$ cat src/dsmt_pkg.sv
package dsmt_pkg;

    // Item numbers travel on an 8-bit field; at most 256 distinct items exist
    localparam int ITEM_W     = 8;
    localparam int ITEM_SPACE = 256;

    typedef enum logic
    {
        MODE_PUSH = 1'b0,
        MODE_POP  = 1'b1
    } mode_t;

    typedef struct packed
    {
        mode_t              mode;
        logic [ITEM_W-1:0]  item;
    } cmd_t;

    typedef struct packed
    {
        logic [ITEM_W-1:0]  popped_item;
        logic               underflow;
        logic               was_present;
        logic               now_empty;
    } res_t;

    // One stack position
    typedef struct packed
    {
        logic               valid;
        logic [ITEM_W-1:0]  item;
    } slot_t;

    // Cell moves: hold, take the slot above, take the slot below
    typedef enum logic [1:0]
    {
        CELL_HOLD = 2'd0,
        CELL_DOWN = 2'd1,
        CELL_UP   = 2'd2
    } cell_op_t;

    // Broadcast to every cell; on CELL_DOWN only cells whose index is at most limit move
    typedef struct packed
    {
        cell_op_t           op;
        logic [ITEM_W-1:0]  limit;
    } cell_ctl_t;

endpackage

$ cat src/dsmt_cell.sv
module dsmt_cell #(
    parameter int INDEX = 0
) (
    input  logic                     clk,
    input  logic                     rst_n,
    input  dsmt_pkg::cell_ctl_t      ctl,
    input  logic [dsmt_pkg::ITEM_W-1:0] key,
    input  dsmt_pkg::slot_t          from_above,
    input  dsmt_pkg::slot_t          from_below,
    output dsmt_pkg::slot_t          slot,
    output logic                     hit
);
    import dsmt_pkg::*;

    logic               valid_reg;
    logic               valid_next;
    logic [ITEM_W-1:0]  item_reg;
    logic [ITEM_W-1:0]  item_next;
    logic               hit_reg;
    logic               hit_next;
    logic               in_window;

    // Position 0 is the top; a push shifts every cell down to the old place of the item
    assign in_window = (ITEM_W'(INDEX) <= ctl.limit);

    always_comb
    begin
        valid_next = valid_reg;
        item_next  = item_reg;
        case (ctl.op)
            CELL_DOWN:
            begin
                if (in_window)
                begin
                    valid_next = from_above.valid;
                    item_next  = from_above.item;
                end
            end
            CELL_UP:
            begin
                valid_next = from_below.valid;
                item_next  = from_below.item;
            end
            default:
            begin
                valid_next = valid_reg;
                item_next  = item_reg;
            end
        endcase
    end

    // Local match against the broadcast key
    assign hit_next = valid_reg && (item_reg == key);

    always_ff @(posedge clk or negedge rst_n)
    begin
        if (!rst_n)
        begin
            valid_reg <= 1'b0;
            hit_reg   <= 1'b0;
        end
        else
        begin
            valid_reg <= valid_next;
            hit_reg   <= hit_next;
        end
    end

    always_ff @(posedge clk)
    begin
        item_reg <= item_next;
    end

    assign slot.valid = valid_reg;
    assign slot.item  = item_reg;
    assign hit        = hit_reg;

endmodule

$ cat config.mk
export PLATFORM = sky130hd
export DESIGN_NAME = dsmt_cell
export DESIGN_NICKNAME = d
export VERILOG_FILES = /design/src/dsmt_pkg.sv /design/src/dsmt_cell.sv
export SDC_FILE = /design/constraint.sdc
export NUM_CORES = 1
export LEC_CHECK = 0
export BUFFER_PORTS_ARGS = -buffer_cell sky130_fd_sc_hd__buf_2
export CORE_MARGIN = 5
export CORE_UTILIZATION = 39
export CTS_CLUSTER_DIAMETER = 30
export DETAILED_ROUTE_END_ITERATION = 10
export PLACE_DENSITY = 0.82
export SYNTH_ARGS = -nofsm -noshare
export SYNTH_HDL_FRONTEND = slang
export SYNTH_SLANG_ARGS = --single-unit
$ cat constraint.sdc
create_clock -name clk -period 2.5 [get_ports clk]
set_input_delay 0.375 -clock clk [delete_from_list [all_inputs] [get_ports clk]]
set_output_delay 0.375 -clock clk [all_outputs]
set_load 0.05 [all_outputs]
==> flow_metrics.tcl <==
set metrics [dict create \
    status "complete, no violations" \
    hold_class "in -> reg" \
    synth.distinct_cells 14 \
    cts_sinks 10 \
    crit_path_max_fanout 9 \
    synth-edff-count 8 \
    die-area_um2 2300 \
    clkLatencyLatePin_ps 250 \
    worst_slew_pin_slew_ps 531 \
    io_pins 48 \
    worstSetupPathType "in -> reg" \
    netlist_area_um2 563 \
    power_density_nw_per_um2 636 \
    drive_gt1_share_pct 63.7 \
    rr_endpoint "hit" \
    syn2layout_area_growth_pct 41.1 \
    period_needed_ps 1350 \
    setup_violations 0 \
    rsz0062_at_grt "false" \
    setup_ws_ps 1150 \
    ys.flop_type "edfxtp_1" \
    worstPathRequired_ps 2500 \
    relSlewSlack_pct 64.6 \
    synthTopCellsByCount "edfxtp_1, mux2_4, xnor2_1" \
    skew_ps 7.01 \
    finalHoldViolCount 0 \
    vias 422 \
    post-cts-setup-buffers 0 \
    min_from "from_above[8]" \
    cts_root_buffer "clkbuf_4" \
    overflow 0 \
    synth.area.top_cells "edfxtp_1, mux2_4, xnor2_1, dfrtp_1, ha_1" \
    maxCapViolCount 0 \
    grt_pass1_wl_mm 1.31 \
    die_x_um 48.0 \
    antennaDiodeCount 0 \
    cp.arrival_ps 1350 \
    gp_congestion 0.618 \
    largest_reg_flops 8 \
    synth_area_per_cell_um2 14.8 \
    syn-num-nets 77 \
    numCtsBuffers 3 \
    grt_start_max_net_pins 10 \
    ctsLongestPathBuffers 2 \
    path_clk_slew_ps 60 \
    hpwl_um 923 \
    cts_tree "yes" \
    min_to "valid_reg" \
    start_util_pct 42.2 \
    place.port_buffers 39 \
    die-height_um 48.0 \
    wire_per_inst_um 10.5 \
    fmax_ghz 0.743 \
    fin_cells 95 \
    antenna_found_initial 0 \
    synth-warning-count 0 \
    tns_ps 0 \
    fp.coreArea_um2 1330 \
    p_leak_nw 0.384 \
    wirelength_mm 1.00 \
    first_global_vias 356 \
    async_reset_ff_share_pct 20.0 \
    power.total_uw 505 \
    grt_util_all_layers_pct 8.75 \
    reg2reg_slack_ps 1510 \
    period_share_pct 53.9 \
    drtAntennaViolNets 0 \
    rows 13 \
    holdPathStages 3 \
    dp.cells 90 \
    place_ws_ps 864 \
    netlist_instances 38 \
    final_nets 120 \
    htree_levels 1 \
    drtPass1Iterations 1 \
    slew_viol_final 0 \
    synth-seq-cells 10 \
    r2r_start "item_reg[3]" \
    start_kind "primary input" \
    via_per_inst 4.44 \
    synth_top_cell_area_share_pct 42.7 \
    drtIter0Drc 0 \
    end_kind "flip-flop" \
    route.detailed.drc 0 \
    reg2regPathDepth 3 \
    synth_sequential_area_ratio_pct 51.6 \
    synth_top_cell_by_area "edfxtp_1" \
    vdd_drop_max_v 0.000298 \
]
report_power, final:
group          total [mW]  internal, mW  leakage (nW)  switching [mW]
Combinational       0.180        0.0669         0.265           0.113
Clock               0.104        0.0610        0.0150          0.0435
Sequential          0.220         0.207         0.104          0.0133
per-layer routing:
metal | track usage (%) | share of wire, % | up-vias
met5 | 0 | 0 | -
met4 | 9.68 | 3.6 | 0
met3 | 0.752 | 14 | 4
met2 | 14.2 | 44 | 29
met1 | 9.26 | 38 | 170
li1 | - | - | 219
through the flow:
stage | hold WS (ps) | utilization [%] | area (µm²)
2_1_floorplan | 79.4 | - | 563
3_3_place_gp | 159 | 56.8 | 758
3_5_place_dp | 160 | 56.8 | 758
4_1_cts | 415 | 59.6 | 795
5_1_grt | 414 | 59.6 | 795
6_report | 410 | 59.6 | 795
how the worst max path moves through the flow:
| stage | start | end | cells past startpoint |
|---|---|---|---|
| after floorplan | ctl[8] | item_reg[0] | 4 |
| final | ctl[8] | item_reg[6] | 4 |
| after global routing | ctl[8] | item_reg[6] | 4 |
| after CTS | ctl[8] | item_reg[7] | 4 |
| after global placement | ctl[8] | item_reg[1] | 4 |
| after detailed placement | ctl[8] | item_reg[6] | 4 |
area by class of cell:
class	count	area (µm²)
clock buffers	4	26.3
fillers	119	539
inverters	2	7.51
multi-input cells	24	246
flip-flops and latches	10	290
well taps	15	18.8
repair buffers	40	205
critical path, cell delays in order:
cell and delay, ps:
buf_2 100, inv_1 50, ha_1 480, mux2_4 350
cell usage in the layout (no fill, tap or decap):
master / count
nand4_1: 1
nand2_1: 2
edfxtp_1: 8
inv_1: 2
buf_2: 39
o21ai_1: 1
mux2i_1: 1
nor3_2: 1
dfrtp_1: 2
mux2_4: 8
xnor2_1: 8
ha_1: 1
clkbuf_1: 1
nand3_1: 1
dlygate4sd3_1: 1
clkbuf_4: 3
repair_timing:
action | 4_1_cts | 5_1_grt
endpoints found under the setup margin | 0 | 0
hold endpoints to repair | 2 | 0
gates resized for setup | 0 | 0
hold buffers | 1 | 0
cell families (layout without fill, tap and decap cells):
logic type	after synthesis	count (layout)	share of synthesized area, %
compound gates	1	1	0.888
xor+xnor	8	8	12.4
mux	9	9	23.1
fa+ha+maj	1	1	2.22
simple gates	5	5	5.11
buf+inv	4	46	4.67
flops	10	10	51.6
No activity file was read; power rests on OpenSTA's default activity.
