## src/dsmt_pkg.sv

```systemverilog
package dsmt_pkg;

    // Item numbers travel on an 8-bit field; at most 256 distinct items exist
    localparam int ITEM_W     = 8;
    localparam int ITEM_SPACE = 256;

    typedef enum logic
    {
        MODE_PUSH = 1'b0,
        MODE_POP  = 1'b1
    } mode_t;

    typedef struct packed
    {
        mode_t              mode;
        logic [ITEM_W-1:0]  item;
    } cmd_t;

    typedef struct packed
    {
        logic [ITEM_W-1:0]  popped_item;
        logic               underflow;
        logic               was_present;
        logic               now_empty;
    } res_t;

    // One stack position
    typedef struct packed
    {
        logic               valid;
        logic [ITEM_W-1:0]  item;
    } slot_t;

    // Cell moves: hold, take the slot above, take the slot below
    typedef enum logic [1:0]
    {
        CELL_HOLD = 2'd0,
        CELL_DOWN = 2'd1,
        CELL_UP   = 2'd2
    } cell_op_t;

    // Broadcast to every cell; on CELL_DOWN only cells whose index is at most limit move
    typedef struct packed
    {
        cell_op_t           op;
        logic [ITEM_W-1:0]  limit;
    } cell_ctl_t;

endpackage

```

## src/dsmt_enc.sv

```systemverilog
module dsmt_enc #(
    parameter int DEPTH = 256
) (
    input  logic [DEPTH-1:0]            hits,
    output logic [dsmt_pkg::ITEM_W-1:0] pos,
    output logic                        any
);
    import dsmt_pkg::*;

    // Items are distinct, so at most one hit: OR of the indexes gives its position
    always_comb
    begin
        pos = '0;
        for (int i = 0; i < DEPTH; i++)
        begin
            pos = pos | (hits[i] ? ITEM_W'(i) : '0);
        end
    end

    assign any = |hits;

endmodule

```

## config.mk

```make
export PLATFORM = sky130hd
export DESIGN_NAME = dsmt_enc
export DESIGN_NICKNAME = d
export VERILOG_FILES = /design/src/dsmt_pkg.sv /design/src/dsmt_enc.sv
export SDC_FILE = /design/constraint.sdc
export NUM_CORES = 1
export LEC_CHECK = 0
export BUFFER_PORTS_ARGS = -buffer_cell sky130_fd_sc_hd__buf_2
export CAP_MARGIN = 20
export CORE_AREA = 10 10 94 96
export DETAILED_ROUTE_END_ITERATION = 8
export DIE_AREA = 0 0 104 106
export PLACE_DENSITY = 0.72
export SKIP_LAST_GASP = 1
export SLEW_MARGIN = 10
export SYNTH_ARGS = -nofsm -noshare
export SYNTH_HDL_FRONTEND = slang
export SYNTH_SLANG_ARGS = --single-unit
```

## constraint.sdc

```tcl
create_clock -name vclk -period 2.5
set_input_delay 0.5 -clock vclk [all_inputs]
set_output_delay 0.5 -clock vclk [all_outputs]
set_load 0.02 [all_outputs]
```

==> metrics.md, run 1 <==
| Metric | Value |
|---|---|
| Sw frac | 0.487 |
| Clock power frac | 0 |
| Crit path required time | 2000 ps |
| Violated checks | negative setup slack |
| CP Data Arrival Time | between 2000 and 2500 ps |
| Max Clk Rate | about 380 MHz |
| Total Die Area | 0.0110 sq mm |
| Final setup viols | 5 |
| Most common cell in the netlist | nor4_1 |
| Min cycle time layout | approximately 2600 ps |
| RSZ-0062 raised after global routing | yes |
| Post-Syn Nets | about 480 |
| Lkg Pwr | 1.60 nW |
| Area share of the largest cell type after synthesis | 0.510 |
| Status | complete, but fails checks |
| Worst setup EP type | output port |
| Register area share after synthesis | 0 |
| Hold Vio Cnt, Final | 0 |
| Setup Buffers After CTS | 0 |
| Antenna viol nets, final | 0 |
| Core Area | roughly 0.0071 sq mm |
| Layout filler cell count | roughly 760 |
| Grt ovf | 0 |
| RD Place Congestion | around 0.97 |
| Max-slew violation count | 0 |
| First-pass GRT wire length | 25100 microns |
| Share of cells above drive strength 1 | 0.682 |
| Final #Nets | slightly above 800 |
| Post-synth top cells | nor4_1 (106), nand4_1 (28), nand2_1 (22) |
| CP Launch Type | input port |
| Vias in the first global route | around 4000 |
| Warnings from Yosys | 0 |
| Hold Buf Count CTS | 0 |
| Placed wire-length estimate | 16000 microns |
| First-pass DRT Iterations | 5 |
| Gate Count Post-Synth | roughly 220 |
| Max VDD drop | approximately 0.060 mV |
| Top cells by area, synth | nor4_1 (51%), nand4_1 (13%), nor3_1 (6.9%) |
| DR vias/cell | roughly 5.6 |
| # rows | 31 |
| Synth unique cells | 15 |
| Vias | about 3700 |
| Worst slew margin relative to its limit | 0.611 |
| Syn avg cell area | 5.84 sq um |
| Final setup margin | -128 ps |
| Combinational power share | 1.000 |
| Fin crit share | 1.05 |
| Final WL | 17500 microns |
| 1st-iter DRT viols | between 300 and 400 |
| Power per cell area | ~120 mW/mm^2 |
| Hold EP | pos[7] |
| Hold path cells | 5 |
| DP Area | about 0.0033 sq mm |
| DRC Markers | 0 |
| Sw Pwr | between 0.2 and 0.25 mW |
| Seq. cell area | 0 sq um |
| Area grow syn2layout | 182% |
| GRT Util Overall | 0.289 |
| Area leader, netlist | nor4_1 |
| Worst Hold Class | input port to output port |
| Max Cap Viol | 0 |
| Initial Utilization | 0.184 |
| Die Y | around 110 microns |
| Io pins | between 200 and 300 |
| Routed length per instance | around 26 microns |
| Initial antenna violation count | 4 |
| Power Total | between 0.4 and 0.5 mW |
| Seq cells | 0 |
| Mapped cell area | 0.00130 sq mm |
| Largest net degree at the start of global routing | 5 |
| Final-layout clock buffer total | 0 |
| Buffers on Ports | 265 |
| Cell-internal power | roughly 0.22 mW |
| Final core utilization | 0.521 |
| Die W | 104 microns |
| Final instance area | 0.00367 sq mm |
| Worst hold start | hits[148] |
| Worst-Margin Slew | slightly below 600 ps |
| CP Max Fanout | 2 |
| Setup Crit Path Kind | input port to output port |
| Flop pwr share | 0 |
routing by layer:
layer,vias up,global-route usage,share of wire
li1,1694,-,-
met1,1737,0.329,0.39
met2,240,0.545,0.52
met3,39,0.0483,0.069
met4,0,0.0736,0.027
met5,-,0,0
timing repair:
| action | CTS | global route |
|---|---|---|
| resized for setup | 28 | 39 |
| setup endpoints to repair | 7 | 9 |
| pin swaps | 9 | 4 |
| cloned | 0 | 0 |
worst max path at each step:
stage               startpoint  endpoint  slack, ps  depth (start not counted)
detailed placement   hits[148]       any       -220                          7
CTS                  hits[148]       any       -120                          7
global placement      hits[31]       any       -210                          7
floorplan            hits[148]       any         70                          5
finish               hits[149]       any       -130                          7
global route         hits[149]       any       -160                          7
stage by stage:
step	hold slack (ps)	setup WS, ps	setup TNS (ps)	instances
after global placement	1490	-213	-976	658
final	1450	-128	-342	661
after global routing	1450	-163	-802	661
after CTS	1440	-120	-321	658
after floorplan	1220	67.6	0	223
after detailed placement	1480	-220	-906	658
worst max-delay path, stage by stage:
cell and delay [ps]:
buf_2 110, or4_4 510, or3_4 360, nor3_4 150
nand3_1 90, nand4b_1 230, buf_6 180
cell usage in the layout (no fill, tap or decap):
cell / Yosys / final
nor3_1: 18 / 12
buf_6: 0 / 10
nand2_1: 22 / 22
buf_2: 0 / 256
nor2_1: 19 / 19
and3_4: 0 / 1
nand3b_1: 1 / 1
nor3_4: 0 / 1
buf_4: 0 / 69
or4_1: 10 / 5
or4_4: 1 / 6
clkbuf_4: 0 / 1
or3_4: 1 / 2
nor4_2: 0 / 18
nor4_1: 106 / 79
nor3_2: 1 / 6
nor4_4: 0 / 9
diode_2: 0 / 3
and4_1: 1 / 1
and3_1: 3 / 2
nand4_1: 28 / 28
nand4b_1: 4 / 4
nand3_2: 0 / 2
nand3_1: 7 / 5
area by class of cell:
cell class | count | area (sq um) | share of cell area
Timing Repair Buffer | 336 | 1920 | 0.522
Antenna cell | 3 | 7.51 | 0.00204
Multi-Input combinational cell | 223 | 1620 | 0.442
Tap cell | 99 | 124 | 0.0337
cell families (layout without fill, tap and decap cells):
logic type | count (synthesis) | count (layout) | share of synthesized area
buffers and inverters | 0 | 336 | 0
other | 0 | 3 | 0
AND/OR/NAND/NOR | 223 | 223 | 1.00
power by group through the flow:
stage | Clock, mW | Combinational [mW] | Sequential [mW]
floorplan | 0 | 0.0454 | 0
global placement | 0 | 0.381 | 0
detailed placement | 0 | 0.384 | 0
CTS | 0 | 0.397 | 0
global route | 0.000000161 | 0.463 | 0
finish | 0.000000161 | 0.438 | 0
Note: power is estimated with default switching activity, not from simulation.
==> run 2: changes to the inputs <==
--- a/config.mk
+++ b/config.mk
@@ -6,10 +6,10 @@
 export NUM_CORES = 1
 export LEC_CHECK = 0
 export BUFFER_PORTS_ARGS = -buffer_cell sky130_fd_sc_hd__buf_2
-export CAP_MARGIN = 20
 export CORE_AREA = 10 10 94 96
 export DETAILED_ROUTE_END_ITERATION = 8
 export DIE_AREA = 0 0 104 106
+export GPL_TIMING_DRIVEN = 0
 export PLACE_DENSITY = 0.72
 export SKIP_LAST_GASP = 1
 export SLEW_MARGIN = 10
==> constraint.sdc (replaced) <==
create_clock -name vclk -period 2.5
set_input_delay 0.625 -clock vclk [all_inputs]
set_output_delay 0.625 -clock vclk [all_outputs]
set_load 0.02 [all_outputs]
==> run 2 against run 1 <==
Net effect: the run still ends with negative setup slack left; die area unchanged; first-iteration DRC count decreased by 31%; global-route usage increased by 0.93 points; power decreased by 5.9%; flip-flop and latch count unchanged; core utilization decreased by 4.6 points; combinational power decreased by 5.9%; sequential share of layout area unchanged; design area decreased by 8.9%; via count decreased by 4.4%; critical path type unchanged; largest cell class is now multi-input combinational cells; highest routed layer unchanged.
==> metrics.md, run 2 (synthesis results as in run 1) <==
| Metric | Value |
|---|---|
| Power Total | 0.412 mW (-5.9%) |
| Area grow syn2layout | 157% |
| Largest net degree at the start of global routing | 5 (unchanged) |
| Share of cells above drive strength 1 | 0.663 (-0.0189) |
| Final core utilization | 0.474 (-0.0464) |
| CP Buf/Inv Count | 2 (unchanged) |
| DP Area | 0.00275 sq mm (-16%) |
| RD Place Congestion | 1.00 (+2.9%) |
| Crit-path max cell delay | 560 ps (+50 ps) |
| DRC Markers | 0 (unchanged) |
| Worst slew margin relative to its limit | 0.617 (+0.00536) |
| CP Launch Type | input port |
| Violated checks | negative setup slack |
| Max VDD drop | 0.0524 mV (-12%) |
| Crit path required time | 1880 ps (-120 ps) |
| Status | complete, but fails checks |
| Final instance area | 0.00335 sq mm (-8.9%) |
| Final setup viols | 8 (+3) |
| Worst-Margin Slew | 570 ps (-7.97 ps) |
| Final-layout clock buffer total | 0 (unchanged) |
| Seq. cell area | 0 sq um (unchanged) |
| Seq cells | 0 (unchanged) |
| Antenna viol nets, final | 0 (unchanged) |
| Final WL | 17700 microns (+1.2%) |
| Die W | 104 microns (unchanged) |
| GRT Util Overall | 0.298 (+0.00929) |
| Post-Place Cells | 587 (-11%) |
| Vias | 3545 (-4.4%) |
| Lkg Pwr | 1.31 nW (-18%) |
| Placed wire-length estimate | 16200 microns (+1.5%) |
| Routed length per instance | 29.6 microns (+12%) |
| Cell Chain, Critical Path | buf_6, or4_4, nor3_4, nand4_1, nor4_1, nand4_1, buf_6 |
| Min cycle time layout | 2910 ps (+285 ps) |
| Io pins | 265 (unchanged) |
| Die Y | 106 microns (unchanged) |
| Max Cap Viol | 0 (unchanged) |
| Most common cell after layout, fill and taps aside | buf_2 |
| DR vias/cell | 5.93 (+5.6%) |
| Hold_ws | 1620 ps (+177 ps) |
| Max Clk Rate | 343 MHz (-9.8%) |
| Worst setup EP type | output port |
| Grt ovf | 0 (unchanged) |
| Non-filler instance count after layout | 598 (-9.5%) |
| # rows | 31 (unchanged) |
| Worst Hold Class | input port to output port |
| CP top delay family | simple AND/OR/NAND/NOR gates |
| 1st-iter DRT viols | 215 (-31%) |
| Hold Buf Count CTS | 0 (unchanged) |
| Core Area | 0.00706 sq mm (unchanged) |
| Vias in the first global route | 3942 (-3.0%) |
| Hold Vio Cnt, Final | 0 (unchanged) |
| CP Data Arrival Time | 2290 ps (+160 ps) |
| Fin crit share | 1.17 (+0.114) |
| Most frequent cells in the layout | buf_2 (246), nor4_1 (66), nor4_2 (29) |
| Buffers on Ports | 265 (unchanged) |
| CP Max Fanout | 2 (unchanged) |
| First-pass DRT Iterations | 4 (-1) |
| Final setup margin | -413 ps (-285 ps) |
| Max-slew violation count | 0 (unchanged) |
| RSZ-0062 raised after global routing | yes |
| Initial antenna violation count | 4 (unchanged) |
| Setup Crit Path Kind | input port to output port |
| Initial Utilization | 0.184 (unchanged) |
| Final #Nets | 753 (-7.8%) |
| Total Die Area | 0.0110 sq mm (unchanged) |
| First-pass GRT wire length | 25600 microns (+2.2%) |
| Layout filler cell count | 769 (+0.92%) |
| Power per cell area | 123 mW/mm^2 (+3.3%) |
| Slowest cell on crit path | or4_4 |
run 2: worst paths after layout:
kind | startpoint | slack, ps | to | depth (start not counted)
setup / recovery | hits[21] | -410 | pos[2] | 7
hold / removal | hits[92] | 1620 | pos[4] | 4
run 2: worst min-delay path, cell delays in order:
cell,delay (ps)
buf_2,110
nor4_4,50
nand4_1,80
buf_6,130
run 2: cell type report:
class / count / area [sq um] / area share
Timing Repair Buffer: 272 / 1500 / 0.447
Tap cell: 99 / 124 / 0.0370
Multi-Input combinational cell: 223 / 1720 / 0.513
Antenna cell: 4 / 10.0 / 0.00299
run 2: per-stage QoR:
stage | setup TNS (ps) | setup slack (ps)
floorplan | -241 | -115
global placement | -4660 | -676
detailed placement | -4510 | -661
CTS | -2150 | -382
global route | -2830 | -436
finish | -2200 | -413
run 2: per-layer routing:
metal | share of wire | GRT usage | up-vias
met5 | 0 | 0 | -
met1 | 0.38 | 0.332 | 1726
met4 | 0.039 | 0.118 | 0
met2 | 0.51 | 0.546 | 220
li1 | - | - | 1568
met3 | 0.072 | 0.0586 | 31
run 2: timing repair:
| action | 4_1_cts | 5_1_grt |
|---|---|---|
| pin swaps | 10 | 6 |
| resized for setup | 72 | 23 |
| hold endpoints to repair | 0 | 0 |
| buffers inserted | 4 | 3 |
| endpoints found under the setup margin | 9 | 9 |
run 2: power breakdown:
| group | total (mW) | switching [mW] | internal (mW) |
|---|---|---|---|
| Combinational | 0.412 | 0.214 | 0.198 |
| Sequential | 0 | 0 | 0 |
| Clock | 0.000000214 | 0 | 0.000000214 |
